`config.mk`:
```
export PLATFORM = sky130hd
export DESIGN_NAME = remote_key_repeat_filter
export DESIGN_NICKNAME = d
export VERILOG_FILES = /design/src/rtl/core/rkrf_pkg.sv /design/src/rtl/core/rkrf_in_stage.sv /design/src/rtl/core/rkrf_core.sv /design/src/rtl/core/rkrf_out_stage.sv /design/src/rtl/core/remote_key_repeat_filter.sv
export SDC_FILE = /design/constraint.sdc
export NUM_CORES = 1
export LEC_CHECK = 0
export BUFFER_PORTS_ARGS = -buffer_cell sky130_fd_sc_hd__buf_2
export CORE_UTILIZATION = 30
export DETAILED_ROUTE_END_ITERATION = 10
export PLACE_DENSITY = 0.46
export SLEW_MARGIN = 10
export SYNTH_ARGS = -nofsm -noshare
export SYNTH_HDL_FRONTEND = slang
export SYNTH_SLANG_ARGS = --single-unit
export TNS_END_PERCENT = 50
```
`constraint.sdc`:
```
create_clock -name clk_i -period 5.9 [get_ports clk_i]
set_input_delay 0.295 -clock clk_i [delete_from_list [all_inputs] [get_ports clk_i]]
set_output_delay 0.295 -clock clk_i [all_outputs]
set_load 0.005 [all_outputs]
```
`src/rtl/core/rkrf_pkg.sv`:
```
// Shared types and constants of the remote key repeat filter.
package rkrf_pkg;

  localparam int unsigned LenW     = 6;
  localparam int unsigned ByteW    = 8;
  localparam int unsigned TimeW    = 32;
  localparam int unsigned CfgW     = 16;
  localparam int unsigned TallyW   = 3;
  localparam int unsigned CfgIdxW  = 2;
  localparam int unsigned InDataW  = 72;
  localparam int unsigned OutDataW = 8;

  localparam logic [LenW-1:0]   ReportLen    = 6'd6;
  localparam logic [ByteW-1:0]  HeaderValue  = 8'h00;
  localparam logic [ByteW-1:0]  SizeValue    = 8'h06;
  localparam logic [ByteW-1:0]  TrailerValue = 8'h0A;
  localparam logic [TallyW-1:0] TallyMinPass = 3'd5;
  localparam logic [TallyW-1:0] TallyMax     = 3'd7;
  localparam logic [CfgW-1:0]   FilterReset  = 16'd300;
  localparam logic [CfgW-1:0]   DelayReset   = 16'd500;

  typedef enum logic [CfgIdxW-1:0] {
    CFG_FILTER_WINDOW = 2'd0,
    CFG_REPEAT_DELAY  = 2'd1
  } cfg_reg_e;

  typedef struct packed {
    logic [TimeW-1:0] now_ms;
    logic [ByteW-1:0] trailer_byte;
    logic [ByteW-1:0] key_byte;
    logic [ByteW-1:0] size_byte;
    logic [ByteW-1:0] header_byte;
    logic [LenW-1:0]  report_length;
  } report_t;

  typedef struct packed {
    logic             is_repeat;
    logic [ByteW-1:0] key_code;
  } result_t;

endpackage

```
`src/rtl/core/rkrf_in_stage.sv`:
```
// Input register that holds one accepted report for the filter core.
module rkrf_in_stage
  import rkrf_pkg::*;
(
  input  logic    clk_i,
  input  logic    rst_ni,
  input  logic    valid_i,
  output logic    ready_o,
  input  report_t data_i,
  output logic    valid_o,
  input  logic    ready_i,
  output report_t data_o
);

  logic    valid_q, valid_d;
  report_t data_q, data_d;

  assign ready_o = !valid_q || ready_i;
  assign valid_o = valid_q;
  assign data_o  = data_q;

  always_comb begin
    valid_d = valid_q;
    data_d  = data_q;
    if (ready_o) begin
      valid_d = valid_i;
      data_d  = data_i;
    end
  end

  always_ff @(posedge clk_i or negedge rst_ni) begin
    if (!rst_ni) begin
      valid_q <= 1'b0;
    end else begin
      valid_q <= valid_d;
    end
  end

  always_ff @(posedge clk_i) begin
    data_q <= data_d;
  end

endmodule

```
`src/rtl/core/rkrf_core.sv`:
```
// Report check, repeat tracking state, decision logic and setting registers.
module rkrf_core
  import rkrf_pkg::*;
(
  input  logic                clk_i,
  input  logic                rst_ni,
  input  logic                cfg_valid_i,
  input  logic [CfgIdxW-1:0]  cfg_index_i,
  input  logic [CfgW-1:0]     cfg_data_i,
  input  logic                valid_i,
  output logic                ready_o,
  input  report_t             data_i,
  output logic                valid_o,
  input  logic                ready_i,
  output result_t             data_o
);

  logic [CfgW-1:0]   filter_q, filter_d;
  logic [CfgW-1:0]   delay_q, delay_d;
  logic [ByteW-1:0]  last_key_q, last_key_d;
  logic [TimeW-1:0]  start_q, start_d;
  logic [TallyW-1:0] tally_q, tally_d;

  logic              well_formed;
  logic              is_repeat;
  logic              suppress;
  logic              has_result;
  logic              fire;
  logic [TallyW-1:0] tally_next;
  logic [TimeW-1:0]  filter_end;
  logic [TimeW-1:0]  delay_end;
  logic [TimeW-1:0]  filter_diff;
  logic [TimeW-1:0]  delay_diff;

  assign well_formed = (data_i.report_length == ReportLen) &&
                       (data_i.header_byte == HeaderValue) &&
                       (data_i.size_byte == SizeValue) &&
                       (data_i.trailer_byte == TrailerValue);

  assign filter_end  = start_q + {{(TimeW-CfgW){1'b0}}, filter_q};
  assign delay_end   = start_q + {{(TimeW-CfgW){1'b0}}, delay_q};
  assign filter_diff = data_i.now_ms - filter_end;
  assign delay_diff  = data_i.now_ms - delay_end;

  assign is_repeat  = (data_i.key_byte == last_key_q) && filter_diff[TimeW-1];
  assign tally_next = !is_repeat ? '0 :
                      (tally_q == TallyMax) ? tally_q : tally_q + 1'b1;

  // A fresh press clears the tally, so only a repeat can be held back.
  assign suppress   = (tally_next != '0) &&
                      ((tally_next < TallyMinPass) || delay_diff[TimeW-1]);
  assign has_result = well_formed && !suppress;

  assign ready_o          = !has_result || ready_i;
  assign fire             = valid_i && ready_o;
  assign valid_o          = valid_i && has_result;
  assign data_o.key_code  = data_i.key_byte;
  assign data_o.is_repeat = (tally_next != '0);

  always_comb begin
    last_key_d = last_key_q;
    start_d    = start_q;
    tally_d    = tally_q;
    if (fire && well_formed) begin
      tally_d = tally_next;
      if (!is_repeat) begin
        last_key_d = data_i.key_byte;
        start_d    = data_i.now_ms;
      end
    end
  end

  always_comb begin
    filter_d = filter_q;
    delay_d  = delay_q;
    if (cfg_valid_i) begin
      unique case (cfg_index_i)
        CFG_FILTER_WINDOW: filter_d = cfg_data_i;
        CFG_REPEAT_DELAY:  delay_d  = cfg_data_i;
        default: ;
      endcase
    end
  end

  always_ff @(posedge clk_i or negedge rst_ni) begin
    if (!rst_ni) begin
      filter_q   <= FilterReset;
      delay_q    <= DelayReset;
      last_key_q <= '0;
      start_q    <= '0;
      tally_q    <= '0;
    end else begin
      filter_q   <= filter_d;
      delay_q    <= delay_d;
      last_key_q <= last_key_d;
      start_q    <= start_d;
      tally_q    <= tally_d;
    end
  end

endmodule

```
`src/rtl/core/rkrf_out_stage.sv`:
```
// Result register with a skid entry that absorbs one result while the receiver stalls.
module rkrf_out_stage
  import rkrf_pkg::*;
(
  input  logic    clk_i,
  input  logic    rst_ni,
  input  logic    valid_i,
  output logic    ready_o,
  input  result_t data_i,
  output logic    valid_o,
  input  logic    ready_i,
  output result_t data_o
);

  logic    out_valid_q, out_valid_d;
  logic    skid_valid_q, skid_valid_d;
  result_t out_q, out_d;
  result_t skid_q, skid_d;

  assign ready_o = !skid_valid_q;
  assign valid_o = out_valid_q;
  assign data_o  = out_q;

  always_comb begin
    out_valid_d  = out_valid_q;
    skid_valid_d = skid_valid_q;
    out_d        = out_q;
    skid_d       = skid_q;
    if (!out_valid_q || ready_i) begin
      if (skid_valid_q) begin
        out_valid_d  = 1'b1;
        out_d        = skid_q;
        skid_valid_d = 1'b0;
      end else begin
        out_valid_d = valid_i;
        out_d       = data_i;
      end
    end else if (valid_i && !skid_valid_q) begin
      skid_valid_d = 1'b1;
      skid_d       = data_i;
    end
  end

  always_ff @(posedge clk_i or negedge rst_ni) begin
    if (!rst_ni) begin
      out_valid_q  <= 1'b0;
      skid_valid_q <= 1'b0;
    end else begin
      out_valid_q  <= out_valid_d;
      skid_valid_q <= skid_valid_d;
    end
  end

  always_ff @(posedge clk_i) begin
    out_q  <= out_d;
    skid_q <= skid_d;
  end

endmodule

```
`src/rtl/core/remote_key_repeat_filter.sv`:
```
// Top level of the remote key repeat filter.
//
// Reports arrive on the s_axis channel, one per transfer, and keys that pass
// the filter leave on the m_axis channel with the repeat flag in m_axis_tuser.
// Malformed reports and held-back repeats produce no output transfer.
// The two settings are written on the cfg channel, which is always ready;
// index 0 is the filter window and index 1 the repeat delay, both in ms.
// Writes to other indexes are ignored. The user must ensure settings are changed
// only while idle; the block itself does not enforce this. A report is registered
// in the input register on acceptance, then decided against the repeat state
// and written to the result register. One report is taken every cycle unless
// the receiver stalls; the repeat state updates when the report is decided.
// When the receiver stalls, the result register plus one skid entry absorb
// results; a further report that yields a key then waits in the input
// register and s_axis_tready falls until the receiver drains them.
// Reset clears the repeat state to code 0, window start 0 and tally 0, and
// loads the window and delay defaults of 300 and 500 ms.
module remote_key_repeat_filter
  import rkrf_pkg::*;
(
  input  logic                clk_i,
  input  logic                rst_ni,
  input  logic                s_axis_tvalid,
  output logic                s_axis_tready,
  // report_length, header_byte, size_byte, key_byte, trailer_byte, now_ms, zero fill
  input  logic [InDataW-1:0]  s_axis_tdata,
  output logic                m_axis_tvalid,
  input  logic                m_axis_tready,
  // key_code
  output logic [OutDataW-1:0] m_axis_tdata,
  // is_repeat
  output logic                m_axis_tuser,
  input  logic                cfg_valid_i,
  output logic                cfg_ready_o,
  input  logic [CfgIdxW-1:0]  cfg_index_i,
  input  logic [CfgW-1:0]     cfg_data_i
);

  report_t in_report;
  report_t stage_report;
  logic    stage_valid;
  logic    stage_ready;
  result_t core_result;
  logic    core_valid;
  logic    core_ready;
  result_t out_result;

  assign in_report   = report_t'(s_axis_tdata[$bits(report_t)-1:0]);
  assign cfg_ready_o = 1'b1;

  rkrf_in_stage u_in_stage (
    .clk_i   (clk_i),
    .rst_ni  (rst_ni),
    .valid_i (s_axis_tvalid),
    .ready_o (s_axis_tready),
    .data_i  (in_report),
    .valid_o (stage_valid),
    .ready_i (stage_ready),
    .data_o  (stage_report)
  );

  rkrf_core u_core (
    .clk_i       (clk_i),
    .rst_ni      (rst_ni),
    .cfg_valid_i (cfg_valid_i),
    .cfg_index_i (cfg_index_i),
    .cfg_data_i  (cfg_data_i),
    .valid_i     (stage_valid),
    .ready_o     (stage_ready),
    .data_i      (stage_report),
    .valid_o     (core_valid),
    .ready_i     (core_ready),
    .data_o      (core_result)
  );

  rkrf_out_stage u_out_stage (
    .clk_i   (clk_i),
    .rst_ni  (rst_ni),
    .valid_i (core_valid),
    .ready_o (core_ready),
    .data_i  (core_result),
    .valid_o (m_axis_tvalid),
    .ready_i (m_axis_tready),
    .data_o  (out_result)
  );

  assign m_axis_tdata = out_result.key_code;
  assign m_axis_tuser = out_result.is_repeat;

endmodule
```
# After elaboration in Yosys (flattened, before gate mapping)
# Index checks and enable logic that the tools add are counted.
[op_classes]
addsub = 5
n_lt_le_gt_ge = 1
n_eq_ne = 6
n_mux = 6
n_bitwise = 2
reduce_logical = 27
[op_table]
columns = ["cell", "n"]
rows = [
  ["$add 32x16->32", 2],
  ["$sub 32x32->32", 2],
  ["$logic_and 1x1->1", 10],
  ["$mux 9", 1],
  ["$eq 8x3->1 const B", 1],
  ["$eq 8x4->1 const B", 1],
  ["$eq 8x8->1", 1],
  ["$logic_not 8->1", 1],
  ["$reduce_and 2->1", 4],
  ["$eq 6x3->1 const B", 1],
  ["$mux 3", 2],
  ["$logic_not 1->1", 5],
  ["$logic_or 1x1->1", 4],
  ["$add 3x1->3 const B", 1],
  ["$eq 3x3->1 const B", 1],
  ["$lt 3x3->1 const B", 1],
  ["$mux 1", 3],
  ["$reduce_bool 3->1", 1],
  ["$eq 2x1->1 const B", 1],
  ["$logic_not 2->1", 1],
  ["$not 1->1", 2],
  ["$reduce_bool 2->1", 1],
]
[totals]
reg_bits = 166
in_bits = 95
out_inout_bits = 12
wordCells = 65

# Depth between registers and ports, before layout
# Gate-level depths: netlist of the first run.
[depth]
depth_word = 14
ltp_mapped = 14
ltp_nobuf = 12

# Modules after synthesis
# A second synthesis of the first run with hierarchy kept.
[unflattened]
hier_cells = 645
area_unflattened_um2 = 8386.8
[modules_own_cells]
columns = ["module", "instances", "cells_each", "area_per_inst_um2", "seq_area_each_um2"]
rows = [
  ["rkrf_core", 1, 534, 5467.7, 1889.3],
  ["rkrf_in_stage", 1, 73, 2149.6, 2127.0],
  ["rkrf_out_stage", 1, 36, 758.2, 590.6],
  ["remote_key_repeat_filter", 1, 2, 11.3, 0.0],
]

# Worst setup path before layout of the first run
# Ideal clock, no wire load.
[synth_timing]
path_kind = "reg-to-reg"
from = "reg u_core.delay_q[8]"
to = "reg u_in_stage.data_q (netlist bit u_in_stage.data_o[0]), enable pin"
setup_time_ns = 1.076
arrival_ns = 4.386
required_ns = 4.824
slack_ns = 0.438
stages_incl_launch_ff = 11
n_path_buf = 0
synth_period_minus_slack_ns = 5.462
path_cell_list = "dfstp_2 inv_1 fa_1 ha_1 a21oi_1 o21ai_0 a221oi_1 a21oi_1 a211oi_1 a2111o_1 nand4_1"
[synth_between]
elab_chain_cells = 9
[synth_rtl]
columns = ["item", "line_no", "rtl"]
rows = [
  ["start, declared", "rkrf_core.sv:19", "logic [CfgW-1:0] delay_q, delay_d;"],
  ["start signal, assigned", "rkrf_core.sv:88", "delay_q <= DelayReset;"],
  ["start signal, assigned", "rkrf_core.sv:94", "delay_q <= delay_d;"],
  ["$add 32x16->32", "rkrf_core.sv:41", "assign delay_end = start_q + {{(TimeW-CfgW){1'b0}}, delay_q};"],
  ["$sub 32x32->32", "rkrf_core.sv:43", "assign delay_diff = data_i.now_ms - delay_end;"],
  ["$logic_or 1x1->1", "rkrf_core.sv:51", "((tally_next < TallyMinPass) || delay_diff[TimeW-1]);"],
  ["$logic_and 1x1->1", "rkrf_core.sv:50", "assign suppress = (tally_next != '0) &&"],
  ["$logic_not 1->1", "rkrf_core.sv:52", "assign has_result = well_formed && !suppress;"],
  ["$logic_and 1x1->1", "rkrf_core.sv:52", ""],
  ["$logic_not 1->1", "rkrf_core.sv:54", "assign ready_o = !has_result || ready_i;"],
  ["$logic_or 1x1->1", "rkrf_core.sv:54", ""],
  ["$logic_or 1x1->1", "rkrf_in_stage.sv:18", "assign ready_o = !valid_q || ready_i;"],
  ["via s_axis_tready", "remote_key_repeat_filter.sv:24", "output logic s_axis_tready,"],
  ["end signal, assigned", "rkrf_in_stage.sv:40", "data_q <= data_d;"],
  ["end, declared", "rkrf_in_stage.sv:16", "report_t data_q, data_d;"],
]
# The timed path passes the listed nets, and every way through them passes these cells.
# A chain may end at the register's enable or synchronous reset.

# Worst setup path in the final report of the first run
[layout_timing]
from = "reg u_core.delay_q[6]"
to = "out s_axis_tready"
[layout_between]
elab_chain_cells = 9
[layout_rtl]
columns = ["item", "line_no"]
rows = [
  ["$add 32x16->32", "rkrf_core.sv:41"],
  ["$sub 32x32->32", "rkrf_core.sv:43"],
  ["$logic_or 1x1->1", "rkrf_core.sv:51"],
  ["$logic_and 1x1->1", "rkrf_core.sv:50"],
  ["$logic_not 1->1", "rkrf_core.sv:52"],
  ["$logic_and 1x1->1", "rkrf_core.sv:52"],
  ["$logic_not 1->1", "rkrf_core.sv:54"],
  ["$logic_or 1x1->1", "rkrf_core.sv:54"],
  ["$logic_or 1x1->1", "rkrf_in_stage.sv:18"],
  ["end, declared", "remote_key_repeat_filter.sv:24"],
]
# No other way between the ends.

==> run summary, run 1 <==
cell area after layout -> 9970 sq um
die footprint -> 28700 sq um
Syn. warnings -> 0
initial antenna violation count -> 3
post-synthesis sequential area ratio -> 54.8%
fmax -> 205 MHz
TNS Setup -> 0 ps
cells after synthesis -> 611
input/output buffers -> 103
total number of vias -> 4833
vias in the first global route -> 5421
post-route ant nets -> 0
flop and latch count out of synthesis -> 166
commonest cells in the netlist -> inv_1 (112), edfxtp_1 (88), dfrtp_1 (68)
post-synth top area cell -> edfxtp_1
Util after Layout -> 36.6%
Root Driver -> clkbuf_16
H-Tree Depth -> 4
Slew Limit Fails -> 0
status -> finished clean
CTS tree -> yes
synth-to-layout area growth -> 18.6%
RSZ-0062 raised after global routing -> false
row cnt -> 60
Die W -> 169 um
Tot Pwr -> 2.83 mW
crit path max fanout -> 11
peak supply drop -> 0.142 mV
Tot GR Track Use -> 12.2%
GRT overflow -> 0
Final period util -> 82.6%
Power Density -> 283 nW/um^2
# DRC -> 0
most common flop cell mapped by yosys -> edfxtp_1
CTS Sinks -> 166
Synth area leaders -> edfxtp_1 (31%), dfrtp_1 (20%), ha_1 (9.8%), fa_1 (6.7%), mux2_4 (5.7%)
clock buffer count from CTS -> 17
core area -> 27300 sq um
post-synthesis average cell area -> 13.8 sq um
FFs w/ async S/R, synth -> 47.0%
CP Capture Type -> output port
1st-iter DRT viols -> 234
routability cong. -> 0.773
clock skew -> 10.4 ps
Hold Path Class -> in2reg
Max stage delay cell, worst path -> nand4_1
Worst-Margin Slew -> 1140 ps
Clock Path Buffers -> 2
final hold violations -> 0
initial core utilization -> 30.8%
Bufs and invs on worst path -> 3
Die Y -> 169 um
share of the synthesized area in the top cell type -> 31.4%
post-CTS setup buffers -> 0
DRT Pass-1 Iters -> 4
clk_lat worst skew -> 430 ps
Total Wirelength -> 16.3 mm
first-pass GRT wire length -> 27.1 mm
IO Pins -> 107
Critical Path, Cell by Cell -> inv_1 > fa_1 > ha_1 > nand4_1 > a21oi_1 > o211ai_1 > a21oi_1 > a211oi_1 > o2111ai_1 > nand4_1 > buf_4 > buf_2
final setup vio count -> 0
WL/cell -> 14.6 um
CP peak stage delay -> 740 ps
Leak Pwr -> 4.58 nW
Worst-path clk slew -> 80 ps
Mapped Area -> 8400 sq um
Max Cap Violations -> 0
DP Wirelength -> 11.6 mm
Synth cell types -> 58
CP startpoint kind -> register
EDFF count, synth -> 88
Final nets -> 916
share of cells above drive strength 1 -> 31.1%
Synth Net Count -> 800
Crit path max-delay family -> compound AO/OA/AOI/OAI gates
vias per cell -> 4.34
largest net degree at the start of global routing -> 76
worst endpoint required time -> 5610 ps
CP Class -> reg2out
Slew Limit Headroom -> 23.6%
crit path DAT -> 4580 ps
top-count cell post-synth -> inv_1
min Tclk post-route -> 4870 ps
Post-DP Area -> 9350 sq um
## state kept, by name, summed over array words and instances (netlist names)
name	count
u_in_stage.data_o	70
u_core.start_q	32
u_core.delay_q	16
u_core.filter_q	16
u_out_stage.data_o	9
u_out_stage.skid_q	9
u_core.last_key_q	8
u_core.tally_q	3
u_in_stage.valid_o	1
u_out_stage.skid_valid_q	1
u_out_stage.valid_o	1
## path summary, 6_finish.rpt
path / from / to / slack [ps] / depth (start not counted)
max in group asynchronous: rst_ni / u_core.start_q[16] / 4530 / 3
setup reg to reg: u_core.delay_q[6] / u_in_stage.data_o[67] / 1600 / 11
setup / recovery: u_core.delay_q[6] / s_axis_tready / 1030 / 12
min in group asynchronous: rst_ni / u_core.start_q[5] / 200 / 2
hold reg to reg: u_in_stage.data_o[54] / u_core.start_q[16] / 510 / 1
hold / removal: s_axis_tdata[30] / u_in_stage.data_o[30] / 30 / 1
## routing by layer
layer / GRT usage [%] / vias to the layer above / part of all wire, %
li1: - / 2357 / -
met1: 15.6 / 2365 / 47
met2: 19.9 / 94 / 46
met3: 3.43 / 15 / 5.0
met4: 4.11 / 2 / 1.2
met5: 0 / - / 0.061
## cells in the final DEF, fill, tap and decap left out, types with 3 or more instances in the layout
cell       instances
inv_1            112
a21oi_1           24
ha_1              66
dfstp_2           10
clkbuf_16         17
nand4_1            7
nor3_1             6
xor2_1             9
nor4_1             6
edfxtp_1          88
inv_6              6
inv_8              6
buf_2            102
nand2_1           26
nand2b_1           4
nor2_1             5
mux2_4            32
mux2i_1            7
mux2_2            33
buf_4              4
dfrtp_1           68
nand3_1            5
a211oi_1           3
fa_1              28
o21ai_0           17
## cells by family after synthesis
family / Yosys count / share of synthesized area [%]
AOI/OAI and AO/OA: 66 / 4.90
xor gates and xnor gates: 10 / 1.04
adders and majority gates: 94 / 16.5
buffers and inverters: 124 / 6.39
DFF: 166 / 54.8
muxes: 72 / 11.0
other: 1 / 0.0446
and+or+nand+nor: 78 / 5.34
## final cells by class
class                      instances  area, sq um
clock inverter                    15          171
timing repair buffer             109          591
fill                            2650        17300
sequential                       166         4610
inverter                         112          420
tap                              372          465
clock buffer                      17          425
antenna                            2         5.00
multi-input combinational        321         3280
## power by group
part           switching (mW)  total [mW]  internal (mW)  leakage [nW]
logic                   0.180       0.348          0.169          2.35
registers              0.0375        1.34           1.30          1.93
clock network           0.529        1.14          0.610         0.298
## through the flow
step	worst slack (ps)	hold WS, ps	std cells
after floorplan	438	-0.591	611
after global placement	1500	92.0	1079
after detailed placement	1370	93.6	1079
after CTS	885	10.8	1112
after global routing	660	5.78	1112
final	1030	34.2	1114
## timing repair
item                      in CTS  in global routing
hold endpoints to repair       3                  0
hold buffers                   1                  0
gates resized for setup        0                  0
Note: power is estimated with default switching activity, not from simulation.
==> inputs of run 2 (changes only) <==
Settings changed: PLACE_DENSITY 0.46 to 0.48.
Clock period 5.9 ns to 4.29 ns, I/O delays scaled along.
==> run 2 against run 1 <==
Critical path depth up 1. Clock power increased by 34%. Final cell count is 6.6% higher. Global-route usage grew 0.43 points. Cell area is 7.7% higher. Register-to-register slack got worse by 1200 ps. Via count is 6.5% higher. Largest power group unchanged.
==> run summary, run 2 (synthesis gave the netlist of run 1 again) <==
Crit Reg-Reg Startpoint -> u_core.filter_q[2]
worst endpoint required time -> 4080 ps (-1530 ps)
Worst-path clk slew -> 70 ps (about the same)
Final period util -> 92.0%
crit path to -> s_axis_tready
CTS tree -> yes
final setup vio count -> 0 (unchanged)
initial antenna violation count -> 0 (-3)
Logic pwr share -> 13.5% (+1.2 points)
core area -> 27300 sq um (unchanged)
clock buffer count from CTS -> 17 (unchanged)
Sequential Power Share -> 47.2% (about the same)
share of cells above drive strength 1 -> 29.0% (-2.1 points)
ant diodes -> 0 (-2)
DP Wirelength -> 11.9 mm (+2.7%)
H-Tree Depth -> 4 (unchanged)
DRT Pass-1 Iters -> 4 (unchanged)
CP peak stage delay -> 550 ps (-190 ps)
# DRC -> 0 (unchanged)
met1 Track Usage GR -> 16.2% (+0.63 points)
sw frac -> 25.9% (-0.56 points)
Final nets -> 991 (+8.2%)
first-pass GRT wire length -> 28.1 mm (+4.0%)
routability cong. -> 0.777 (+0.57%)
setup slack, reg-to-reg -> 430 ps (-1170 ps)
Worst-Margin Slew -> 1090 ps (-56.7 ps)
Multi-input gate area -> 3280 sq um (about the same)
CP startpoint kind -> register
CP Capture Type -> output port
# fillers -> 2577 (-2.8%)
1st-iter DRT viols -> 242 (+3.4%)
die footprint -> 28700 sq um (unchanged)
CP Class -> reg2out
clock power share -> 39.3% (-1.0 points)
WL/cell -> 14.3 um (-1.8%)
Reg-to-Reg End -> u_core.start_q[6]
grt met2 use -> 21.2% (+1.3 points)
RSZ-0062 raised after global routing -> false
initial core utilization -> 30.8% (unchanged)
Die W -> 169 um (unchanged)
crit path DAT -> 3730 ps (-850 ps)
vias in the first global route -> 5647 (+4.2%)
placed insts -> 1081 (+0.19%)
commonest cells after routing, fill and taps aside -> inv_1 (112), buf_2 (102), edfxtp_1 (88), dlygate4sd3_1 (72), dfrtp_1 (68)
Tot GR Track Use -> 12.6% (+0.43 points)
IO Pins -> 107 (unchanged)
Sequential Area -> 4610 sq um (unchanged)
stages on the worst setup path -> 13 (+1)
Critical path origin -> u_in_stage.data_o[51]
row cnt -> 60 (unchanged)
final hold violations -> 0 (unchanged)
Clock Path Buffers -> 2 (unchanged)
GRT overflow -> 0 (unchanged)
layer with the highest usage -> met2
R2R cell count -> 12 (+1)
Crit path max-delay family -> compound AO/OA/AOI/OAI gates
Setup WS post-layout -> 344 ps (-681 ps)
CTS Sinks -> 166 (unchanged)
Leak Pwr -> 4.90 nW (+7.2%)
Critical Path, Cell by Cell -> inv_1 > fa_1 > inv_1 > ha_1 > nand4_1 > nor3_1 > o21ai_0 > a31oi_2 > nor3_1 > a2111o_1 > nand4_1 > buf_12 > buf_2
Setup Slack @ Placement -> 449 ps (-922 ps)
largest net degree at the start of global routing -> 43 (-43%)
Die Y -> 169 um (unchanged)
clk_lat worst skew -> 420 ps (about the same)
max reg flops -> 70 (unchanged)
clock skew -> 10.5 ps (+0.0605 ps)
Bufs and invs on worst path -> 4 (+1)
Max stage delay cell, worst path -> fa_1
total number of vias -> 5147 (+6.5%)
crit path max fanout -> 19 (+8)
input/output buffers -> 103 (unchanged)
internal power -> 2.89 mW (+39%)
worst hold slack -> 16.7 ps (-17.5 ps)
Switching Power -> 1.01 mW (+35%)
Slew Limit Headroom -> 27.4% (+3.8 points)
peak supply drop -> 0.218 mV (+54%)
synth-to-layout area growth -> 27.7%
Hold Path Class -> in2reg
Root Driver -> clkbuf_16
fmax -> 253 MHz
vias per cell -> 4.34 (about the same)
met3 Use GR -> 3.10% (-0.33 points)
Power Density -> 363 nW/um^2 (+28%)
Total Wirelength -> 17.0 mm (+4.6%)
most common cell after layout, fill and taps aside -> inv_1
Util after Layout -> 39.4% (+2.8 points)
Slew Limit Fails -> 0 (unchanged)
post-route ant nets -> 0 (unchanged)
Finished Layout Cells -> 1187 (+6.6%)
status -> finished clean
Max Cap Violations -> 0 (unchanged)
min Tclk post-route -> 3950 ps
## run 2: per-layer routing
layer	wire [um]	part of all wire (%)
met3	690	4.1
met4	162	0.95
met5	0	0
met1	7860	46
met2	8320	49
## run 2: layout make-up
cell class              instances  area share, %
flip-flops and latches        166           42.9
repair buffers                184           12.8
clock inverters                15           1.48
inverters                     112           3.92
multi-input cells             321           30.6
well taps                     372           4.34
clock buffers                  17           3.96
## run 2: power groups by stage
stage | Combinational (mW) | Clock, mW | Sequential [mW]
floorplan | 0.318 | 0 | 1.86
global placement | 0.474 | 0 | 1.87
detailed placement | 0.484 | 0 | 1.87
CTS | 0.540 | 1.58 | 1.84
global route | 0.623 | 1.65 | 1.85
finish | 0.526 | 1.53 | 1.84
## run 2: worst register-to-register path, delay by kind of cell, from the launching register on
| kind | cells | cell delay, ps |
|---|---|---|
| and+or+nand+nor | 1 | 520 |
| buffers and inverters | 2 | 320 |
| AOI/OAI and AO/OA | 6 | 1300 |
| adders and majority gates | 2 | 770 |
| muxes | 1 | 340 |
| DFF | 1 | 510 |
## run 2: how the worst min path moves through the flow
stage | cells after the start | slack [ps] | end | start
final | 3 | 20 | u_core.filter_q[10] | cfg_data_i[10]
after CTS | 3 | 4 | u_core.filter_q[0] | cfg_data_i[0]
after floorplan | 0 | -80 | u_core.delay_q[0] | rst_ni
after detailed placement | 1 | 240 | u_core.delay_q[3] | rst_ni
after global routing | 3 | 10 | u_core.filter_q[10] | cfg_data_i[10]
after global placement | 1 | 230 | u_core.start_q[5] | rst_ni
## run 2: repair_timing
item,4_1_cts,5_1_grt
setup endpoints to repair,1,1
gates cloned,1,0
buffers inserted,1,0
hold endpoints to repair,103,0
hold buffers,72,0
pin swaps,0,2
resized for setup,0,1
## run 2: per-stage QoR
| stage | cell area (sq um) | TNS (ps) | total power [mW] |
|---|---|---|---|
| detailed placement | 9380 | 0 | 2.36 |
| floorplan | 8410 | -75910 | 2.18 |
| global placement | 9380 | 0 | 2.34 |
| global route | 10700 | 0 | 4.13 |
| CTS | 10700 | 0 | 3.96 |
| finish | 10700 | 0 | 3.90 |
==> inputs of run 3 (changes only) <==
Settings changed: CTS_BUF_LIST from default to sky130_fd_sc_hd__clkbuf_8 sky130_fd_sc_hd__clkbuf_16, PLACE_DENSITY 0.48 to 0.46.
Clock period 4.29 ns to 4.51 ns, I/O delays scaled along.
==> run 3 against run 2 <==
Worst hold slack is essentially flat. Critical path type unchanged. Via count is 1.8% lower. Combinational power is 5.1% lower. Global-route usage is 0.26 points lower. Die area did not move. Sequential share of layout area about the same. Power decreased by 1.4%. First-iteration DRC count shrank 24%.
==> run summary, run 3 (synthesis gave the netlist of run 1 again) <==
Power Density -> 358 nW/um^2 (-1.4%)
clk_lat worst skew -> 420 ps (about the same)
vias in the first global route -> 5443 (-3.6%)
peak supply drop -> 0.186 mV (-14%)
row cnt -> 60 (unchanged)
Leak Pwr -> 4.91 nW (about the same)
CP Capture Type -> output port
1st-iter DRT viols -> 183 (-24%)
Setup WS post-layout -> 287 ps (-57.5 ps)
DRT Pass-1 Iters -> 4 (unchanged)
internal power -> 2.90 mW (+0.50%)
CTS Sinks -> 166 (unchanged)
CTS tree -> yes
Final nets -> 991 (unchanged)
CP Class -> reg2out
DP Wirelength -> 11.6 mm (-1.8%)
Setup Slack @ Placement -> 563 ps (+114 ps)
most common cell after layout, fill and taps aside -> inv_1
H-Tree Depth -> 4 (unchanged)
largest net degree at the start of global routing -> 55 (+28%)
routability cong. -> 0.791 (+1.8%)
GRT overflow -> 0 (unchanged)
Sequential Power Share -> 45.5% (-1.7 points)
# DRC -> 0 (unchanged)
post-route ant nets -> 0 (unchanged)
synth-to-layout area growth -> 27.7% (about the same)
initial core utilization -> 30.8% (unchanged)
Worst-Margin Slew -> 1130 ps (+46.1 ps)
clock skew -> 11.7 ps (+1.22 ps)
worst endpoint required time -> 4280 ps (+200 ps)
Clock Path Buffers -> 2 (unchanged)
fmax -> 237 MHz
Slew Limit Fails -> 0 (unchanged)
Die W -> 169 um (unchanged)
Switching Power -> 0.941 mW (-6.7%)
final setup vio count -> 0 (unchanged)
status -> finished clean
vias per cell -> 4.26 (-1.8%)
Slew Limit Headroom -> 24.3% (-3.1 points)
Tot GR Track Use -> 12.4% (-0.26 points)
input/output buffers -> 103 (unchanged)
min Tclk post-route -> 4220 ps
total number of vias -> 5054 (-1.8%)
core area -> 27300 sq um (unchanged)
WL/cell -> 14.1 um (-2.0%)
Root Driver -> clkbuf_16
RSZ-0062 raised after global routing -> false
die footprint -> 28700 sq um (unchanged)
IO Pins -> 107 (unchanged)
worst hold slack -> 16.8 ps (+0.0591 ps)
max reg flops -> 70 (unchanged)
Total Wirelength -> 16.7 mm (-2.0%)
commonest cells after routing, fill and taps aside -> inv_1 (113), buf_2 (102), edfxtp_1 (88), dlygate4sd3_1 (71), dfrtp_1 (68)
first-pass GRT wire length -> 27.5 mm (-2.4%)
sw frac -> 24.5% (-1.4 points)
share of cells above drive strength 1 -> 28.8% (-0.12 points)
clock buffer count from CTS -> 17 (unchanged)
initial antenna violation count -> 0 (unchanged)
crit path max fanout -> 27 (+8)
Worst-path clk slew -> 60 ps (about the same)
Max Cap Violations -> 0 (unchanged)
clock power share -> 41.5% (+2.2 points)
Hold Path Class -> in2reg
CP startpoint kind -> register
Logic pwr share -> 13.0% (-0.5 points)
final hold violations -> 0 (unchanged)
Die Y -> 169 um (unchanged)
Tot Pwr -> 3.84 mW (-1.4%)
crit path DAT -> 4000 ps (+270 ps)
Final period util -> 93.6%
ant diodes -> 0 (unchanged)
run 3: repair_timing:
item                                   CTS  global route
endpoints found under the hold margin   99             1
hold buffers                            70             1
setup endpoints to repair                0             1
buffers inserted                         0             2
gates resized for setup                  0             1
run 3: per-stage QoR:
stage | std cells | area (sq um) | util [%] | setup TNS (ps)
floorplan | 611 | 8410 | - | -60090
global placement | 1081 | 9350 | 34.3 | 0
detailed placement | 1081 | 9350 | 34.3 | 0
CTS | 1183 | 10700 | 39.2 | 0
global route | 1187 | 10700 | 39.4 | 0
finish | 1187 | 10700 | 39.4 | 0
run 3: cell type report:
class / count / area, sq um
well taps: 372 / 465
clock buffers: 17 / 425
inverters: 112 / 420
fillers: 2562 / 16500
multi-input cells: 321 / 3280
repair buffers: 184 / 1330
flip-flops and latches: 166 / 4610
clock inverters: 15 / 215
run 3: final timing paths:
check,from,endpoint,slack (ps),cells past startpoint
min in group asynchronous,rst_ni,u_core.start_q[3],310,2
hold reg to reg,u_in_stage.data_o[57],u_core.start_q[19],500,1
max in group asynchronous,rst_ni,u_core.start_q[21],3220,3
setup reg to reg,u_in_stage.data_o[51],u_in_stage.data_o[40],560,13
hold / removal,s_axis_tdata[53],u_in_stage.data_o[53],20,1
setup / recovery,u_in_stage.data_o[51],s_axis_tready,290,13
run 3: routing by layer:
layer | global-route usage, % | wire (um) | vias to the layer above
li1 | - | - | 2492
met1 | 16.6 | 8050 | 2443
met2 | 19.7 | 7720 | 109
met3 | 2.68 | 750 | 10
met4 | 4.47 | 169 | 0
met5 | 0 | 0 | -
run 3: power by group through the flow:
stage | clock network [mW] | logic, mW | registers (mW)
after detailed placement | 0 | 0.458 | 1.78
after global placement | 0 | 0.451 | 1.78
after CTS | 1.65 | 0.510 | 1.75
after global routing | 1.71 | 0.586 | 1.76
after floorplan | 0 | 0.303 | 1.77
final | 1.60 | 0.499 | 1.75
run 3: critical path, stage by stage (launching register included):
cell and delay (ps):
edfxtp_1 380, inv_1 80, fa_1 530, inv_1 40
ha_1 310, nand4_1 130, nor3_1 290, o21ai_0 230
a31oi_2 320, nor3_1 120, a2111o_1 510, nand4_1 220
clkbuf_16 250, buf_2 140
